File: src/hdl/flux_pi_pll_bitcell_recovery_unit_defines.svh
// ---------------------------------------------------------------------------
// Assertion macros for the flux bitcell recovery unit
// Shared helpers that clock on clk and are disabled while rst_n is low.
// ---------------------------------------------------------------------------
`ifndef FLUX_PI_PLL_BITCELL_RECOVERY_UNIT_DEFINES_SVH
`define FLUX_PI_PLL_BITCELL_RECOVERY_UNIT_DEFINES_SVH

// Same-cycle implication.
`define FPBR_ASSERT_NOW(lbl, ante, cons) \
  lbl: assert property (@(posedge clk) disable iff (!rst_n) (ante) |-> (cons)) \
    else $error("fpbr check failed");

// Next-cycle implication.
`define FPBR_ASSERT_NEXT(lbl, ante, cons) \
  lbl: assert property (@(posedge clk) disable iff (!rst_n) (ante) |=> (cons)) \
    else $error("fpbr check failed");

`endif

File: src/hdl/fpbr_pkg.sv
// ---------------------------------------------------------------------------
// Flux bitcell recovery package
// Types and constants shared by the controller and the datapath.
// ---------------------------------------------------------------------------
package fpbr_pkg;

  localparam logic [16:0] PERIOD_NOM = 17'd65536;
  localparam logic [16:0] PERIOD_MIN = 17'd57344;
  localparam logic [16:0] PERIOD_MAX = 17'd73728;
  localparam logic [10:0] ZERO_RUN_MAX = 11'd1248;

  localparam logic [2:0] REG_BITCELL = 3'd0;
  localparam logic [2:0] REG_PMUL    = 3'd1;
  localparam logic [2:0] REG_PDIV    = 3'd2;
  localparam logic [2:0] REG_IMUL    = 3'd3;
  localparam logic [2:0] REG_IDIV    = 3'd4;

  typedef enum logic [13:0] {
    S_IDLE   = 14'b00000000000001,
    S_TCALC  = 14'b00000000000010,
    S_EDGE   = 14'b00000000000100,
    S_CHECK  = 14'b00000000001000,
    S_COUNT  = 14'b00000000010000,
    S_PUSH   = 14'b00000000100000,
    S_ERR    = 14'b00000001000000,
    S_INTEG  = 14'b00000010000000,
    S_PMUL   = 14'b00000100000000,
    S_PDIV   = 14'b00001000000000,
    S_IMUL   = 14'b00010000000000,
    S_IDIV   = 14'b00100000000000,
    S_UPDATE = 14'b01000000000000,
    S_FLUSH  = 14'b10000000000000
  } state_t;

  typedef struct packed {
    logic ld_in;
    logic ld_t;
    logic ld_edge;
    logic cnt_init;
    logic cnt_step;
    logic push;
    logic ld_err;
    logic ld_int;
    logic start_p;
    logic start_i;
    logic ld_qp;
    logic ld_qi;
    logic commit;
    logic flush;
  } cmd_t;

  typedef struct packed {
    logic runt;
    logic cnt_more;
    logic push_word;
    logic rem_last;
    logic out_free;
    logic div_busy;
  } sts_t;

endpackage

File: src/hdl/fpbr_ctrl.sv
// ---------------------------------------------------------------------------
// Flux bitcell recovery controller
// Sequences one input word through timing, bit shifting and loop update, or a flush.
// ---------------------------------------------------------------------------
`include "flux_pi_pll_bitcell_recovery_unit_defines.svh"

module fpbr_ctrl (
  input  logic            clk,
  input  logic            rst_n,
  input  logic            in_valid,
  input  logic            in_mode,
  output logic            in_stall,
  input  fpbr_pkg::sts_t  sts,
  output fpbr_pkg::cmd_t  cmd
);

  fpbr_pkg::state_t state_r, state_nxt;

  always_comb begin
    state_nxt = state_r;
    cmd       = '0;
    unique case (state_r)
      fpbr_pkg::S_IDLE: begin
        if (in_valid) begin
          cmd.ld_in = 1'b1;
          state_nxt = in_mode ? fpbr_pkg::S_FLUSH : fpbr_pkg::S_TCALC;
        end
      end
      fpbr_pkg::S_FLUSH: begin
        if (sts.out_free) begin
          cmd.flush = 1'b1;
          state_nxt = fpbr_pkg::S_IDLE;
        end
      end
      fpbr_pkg::S_TCALC: begin
        cmd.ld_t  = 1'b1;
        state_nxt = fpbr_pkg::S_EDGE;
      end
      fpbr_pkg::S_EDGE: begin
        cmd.ld_edge = 1'b1;
        state_nxt   = fpbr_pkg::S_CHECK;
      end
      fpbr_pkg::S_CHECK: begin
        cmd.cnt_init = 1'b1;
        state_nxt    = sts.runt ? fpbr_pkg::S_IDLE : fpbr_pkg::S_COUNT;
      end
      fpbr_pkg::S_COUNT: begin
        cmd.cnt_step = 1'b1;
        if (!sts.cnt_more) begin
          state_nxt = fpbr_pkg::S_PUSH;
        end
      end
      fpbr_pkg::S_PUSH: begin
        if (!sts.push_word || sts.out_free) begin
          cmd.push = 1'b1;
          if (sts.rem_last) begin
            state_nxt = fpbr_pkg::S_ERR;
          end
        end
      end
      fpbr_pkg::S_ERR: begin
        cmd.ld_err = 1'b1;
        state_nxt  = fpbr_pkg::S_INTEG;
      end
      fpbr_pkg::S_INTEG: begin
        cmd.ld_int = 1'b1;
        state_nxt  = fpbr_pkg::S_PMUL;
      end
      fpbr_pkg::S_PMUL: begin
        cmd.start_p = 1'b1;
        state_nxt   = fpbr_pkg::S_PDIV;
      end
      fpbr_pkg::S_PDIV: begin
        if (!sts.div_busy) begin
          cmd.ld_qp = 1'b1;
          state_nxt = fpbr_pkg::S_IMUL;
        end
      end
      fpbr_pkg::S_IMUL: begin
        cmd.start_i = 1'b1;
        state_nxt   = fpbr_pkg::S_IDIV;
      end
      fpbr_pkg::S_IDIV: begin
        if (!sts.div_busy) begin
          cmd.ld_qi = 1'b1;
          state_nxt = fpbr_pkg::S_UPDATE;
        end
      end
      fpbr_pkg::S_UPDATE: begin
        cmd.commit = 1'b1;
        state_nxt  = fpbr_pkg::S_IDLE;
      end
      default: begin
        state_nxt = fpbr_pkg::S_IDLE;
      end
    endcase
  end

  always_ff @(posedge clk) begin
    if (!rst_n) begin
      state_r <= fpbr_pkg::S_IDLE;
    end else begin
      state_r <= state_nxt;
    end
  end

  assign in_stall = (state_r != fpbr_pkg::S_IDLE);

  `FPBR_ASSERT_NOW(a_word_needs_room, cmd.push && sts.push_word, sts.out_free)
  `FPBR_ASSERT_NEXT(a_pdiv_to_imul, cmd.ld_qp, state_r == fpbr_pkg::S_IMUL)
  `FPBR_ASSERT_NOW(a_one_start, cmd.start_p || cmd.start_i, !sts.div_busy)

endmodule

File: config.mk
export PLATFORM = sky130hd
export DESIGN_NAME = fpbr_ctrl
export DESIGN_NICKNAME = d
export VERILOG_FILES = /design/src/hdl/fpbr_pkg.sv /design/src/hdl/fpbr_ctrl.sv
export VERILOG_INCLUDE_DIRS = /design/src /design/src/hdl
export SDC_FILE = /design/constraint.sdc
export NUM_CORES = 1
export LEC_CHECK = 0
export ABC_CLOCK_PERIOD_IN_PS = 3800
export BUFFER_PORTS_ARGS = -buffer_cell sky130_fd_sc_hd__buf_2
export CAP_MARGIN = 20
export CORE_MARGIN = 5
export CORE_UTILIZATION = 55
export CTS_CLUSTER_SIZE = 12
export DETAILED_ROUTE_END_ITERATION = 10
export PLACE_DENSITY = 0.82
export SLEW_MARGIN = 30
export SYNTH_ARGS = -nofsm -noshare
export SYNTH_HDL_FRONTEND = slang
export SYNTH_SLANG_ARGS = --single-unit
File: constraint.sdc
create_clock -name clk -period 3.8 [get_ports clk]
set_clock_uncertainty 0.05 [all_clocks]
set_input_delay 0.19 -clock clk [delete_from_list [all_inputs] [get_ports clk]]
set_output_delay 0.19 -clock clk [all_outputs]
set_load 0.02 [all_outputs]
==> metrics.log <==
[metrics] max-cap violation count: 0
[metrics] buffer cell driving the clock tree root: clkbuf_4
[metrics] total of endpoints with negative setup slack in the final report: 0
[metrics] required time of the critical path: about 3600 ps
[metrics] type of element launching the critical path: flip-flop
[metrics] TritonCTS clock tree: built
[metrics] synthesized area: 0.00103 sq mm
[metrics] final slew viol count: 0
[metrics] most common cell in the netlist: dfxtp_1
[metrics] antenna violations before repair: 0
[metrics] count of cell types in the netlist: 43
[metrics] final wirelength: between 2 and 2.5 mm
[metrics] slew of the pin with the lowest slew margin: approximately 640 ps
[metrics] flops & latches, synth: 14
[metrics] outcome: complete, no violations
[metrics] CP endpoint kind: output pin
[metrics] maximum fanout encountered on the critical timing path: 7
[metrics] overall track demand over capacity in global routing: 0.197
[metrics] combinational family with the most area after synthesis: simple AND/OR/NAND/NOR gates
[metrics] area fraction in and, or, nand and nor cells after synthesis: 0.518
[metrics] count of clock tree sinks: 14
[metrics] origin of the worst setup path: state_r[1]
[metrics] kind of path behind the tightest hold check: input port to flip-flop
[metrics] post-synthesis xor/xnor area fraction: 0.0256
[metrics] number of DRC markers in iteration 0: 26
[metrics] number of buffers added to fix hold violations after cts: 0
[metrics] Resized Gates After CTS: 0
[metrics] global-route wire length before repair: approximately 4.3 mm
[metrics] maximum root-to-sink buffer count: 2
[metrics] highest ir drop seen on vdd: 444 uV
[metrics] Clk pin slew, worst setup/hold paths: 90 ps
[metrics] final sum of negative setup slack: 0 ps
[metrics] clock latency at the later pin of the worst-skew pair: around 280 ps
[metrics] number of instances in the synthesized netlist: roughly 120
[metrics] routability-driven placement congestion ratio: just under 0.9
[metrics] pin count of the biggest net entering global routing: 12
[metrics] total number of nets in the final design: around 150
[metrics] DRC violations left: 0
[metrics] vias in the first global route: 950
[metrics] number of vias in the routed layout: ~1000
[metrics] I/O pin total: 25
[metrics] IO Port Bufs: 24
[metrics] relative area change from synthesis to final layout: 14.6%
[metrics] share of the yosys chip area belonging to registers: 0.273
[metrics] Primary FF master, synth: dfxtp_1
[metrics] reg2reg start: state_r[0]
[metrics] Initial Util: 0.589
[metrics] final setup slack of the worst path: ~1400 ps
[metrics] share of the core filled with cells in the final layout: 0.675
[metrics] sum of overflow across all layers after global routing: 0
[metrics] Post-CTS Setup Bufs: 0
[metrics] unrepaired setup endpoints after global routing: no
[metrics] PD cells: between 400 and 500 mW/mm^2
[metrics] via-per-instance ratio: just over 6
[metrics] post-route antenna net violation count: 0
[metrics] Post-synth ARST share: 0
[metrics] total power consumption of the routed design: 493 uW
[metrics] Hold Path Origin: in_mode
[metrics] adder and majority gate portion of the synthesized area: 0
[metrics] largest cells by area after synthesis: dfxtp_1 (27%), nor3_2 (4.9%), nor2_1 (4.8%), nor4b_1 (4.3%), nor4_4 (4.1%)
[metrics] CORE AREA: 0.00175 sq mm
[metrics] number of H-tree levels: 1
[metrics] Synthesis Warnings: 0
[metrics] compound-gate portion of the synthesized area: 0.129
[metrics] die span in y: roughly 53 microns
[metrics] average wire per standard cell: 14.7 microns
[metrics] top register by number of flip-flops: state_r
[metrics] hold violation count in the final report: 0
[metrics] flip-flop count of the largest register, all copies and words added: 14
[metrics] leakage dissipation: ~0.00051 uW
[metrics] average size of a mapped cell: between 8 and 9 sq um
[metrics] kind of critical path: flip-flop to output pin
[metrics] timing-limited maximum frequency: between 400 and 500 MHz
[metrics] router iterations before antenna repair: 4
[metrics] top cell type's share of synthesized area: 0.273
[metrics] largest registers: state_r (14)
[metrics] number of rows in the core area: 15
[metrics] critical path data arrival time: between 2000 and 2500 ps
[metrics] final cycle utilization of the critical path: 0.621
[metrics] library cell occupying the most area in the post-synthesis netlist: dfxtp_1
[metrics] half-perimeter wire length of the detailed placement result: 1.90 mm
[metrics] synthesized netlist net count: 126
[metrics] post-layout minimum cycle time: approximately 2400 ps
[metrics] number of buffers added by the clock tree synthesis step: 3
[metrics] share of synthesized area spent on multiplexers: 0
[metrics] fraction of layout cells with a size suffix above 1: 0.326
[metrics] worst max-slew margin expressed relative to the limit: 0.570
[metrics] leading cell types by count after synthesis: dfxtp_1 (14), nor2_1 (13), nand2_1 (7)
[metrics] floorplan die area: 0.00283 sq mm
[metrics] Setup WS pre-CTS: between 1500 and 2000 ps
[metrics] x dimension of the die: between 50 and 60 microns
[metrics] count of flip-flops with a built-in enable after synthesis: 0
[metrics] number of diodes: 0
-- worst max-delay path: stages (launching register included) --
cell,delay [ps]
dfxtp_1,400
or4_4,590
nor3b_2,290
and3b_1,250
and3_1,150
buf_2,150
-- per-stage QoR --
stage          hold slack, ps  instances  cell area [sq um]
2_1_floorplan             210        116               1030
5_1_grt                  30.8        163               1180
4_1_cts                  23.6        163               1180
6_report                 29.0        163               1180
3_3_place_gp              336        159               1140
3_5_place_dp              330        159               1140
-- per-layer routing --
metal | up-vias | track usage | wire [microns] | share of wire
li1 | 489 | - | - | -
met1 | 455 | 0.284 | 1090 | 0.45
met2 | 49 | 0.298 | 1080 | 0.45
met3 | 2 | 0.0254 | 206 | 0.086
met4 | 0 | 0.0638 | 14 | 0.0059
met5 | - | 0 | 0 | 0
-- kinds of logic after synthesis --
kind of cell    Yosys count
compound gates           18
xor+xnor                  3
buf+inv                  11
flops                    14
simple gates             70
-- power by group --
part / internal, uW / switching, uW / leakage [uW] / total [uW]
registers: 157 / 23.6 / 0.000113 / 180
logic: 82.7 / 121 / 0.000377 / 203
clock network: 58.3 / 51.0 / 0.0000210 / 109
total: 298 / 195 / 0.000512 / 493
-- area by class of cell --
cell class	instances	area [sq um]
tap	25	31.3
sequential	14	280
timing repair buffer	24	120
multi-input combinational	91	691
inverter	5	18.8
clock buffer	4	36.3
fill	154	568
-- final timing paths --
check	end	slack (ps)	cells past startpoint
worst max-delay path	cmd[2]	1440	5
worst max register to register	state_r[7]	1760	5
worst min-delay path	state_r[1]	30	2
worst min register to register	state_r[9]	590	2
-- layout by cell type (no fill, tap or decap), drive strengths merged, types with 5 or more instances in the layout --
cell,instances
buf,24
inv,5
nand2,7
nor4b,5
dfxtp,14
o21a,5
nor2,13
nor3,8
and3,5
nor4,6
No activity file was read; power rests on OpenSTA's default activity.
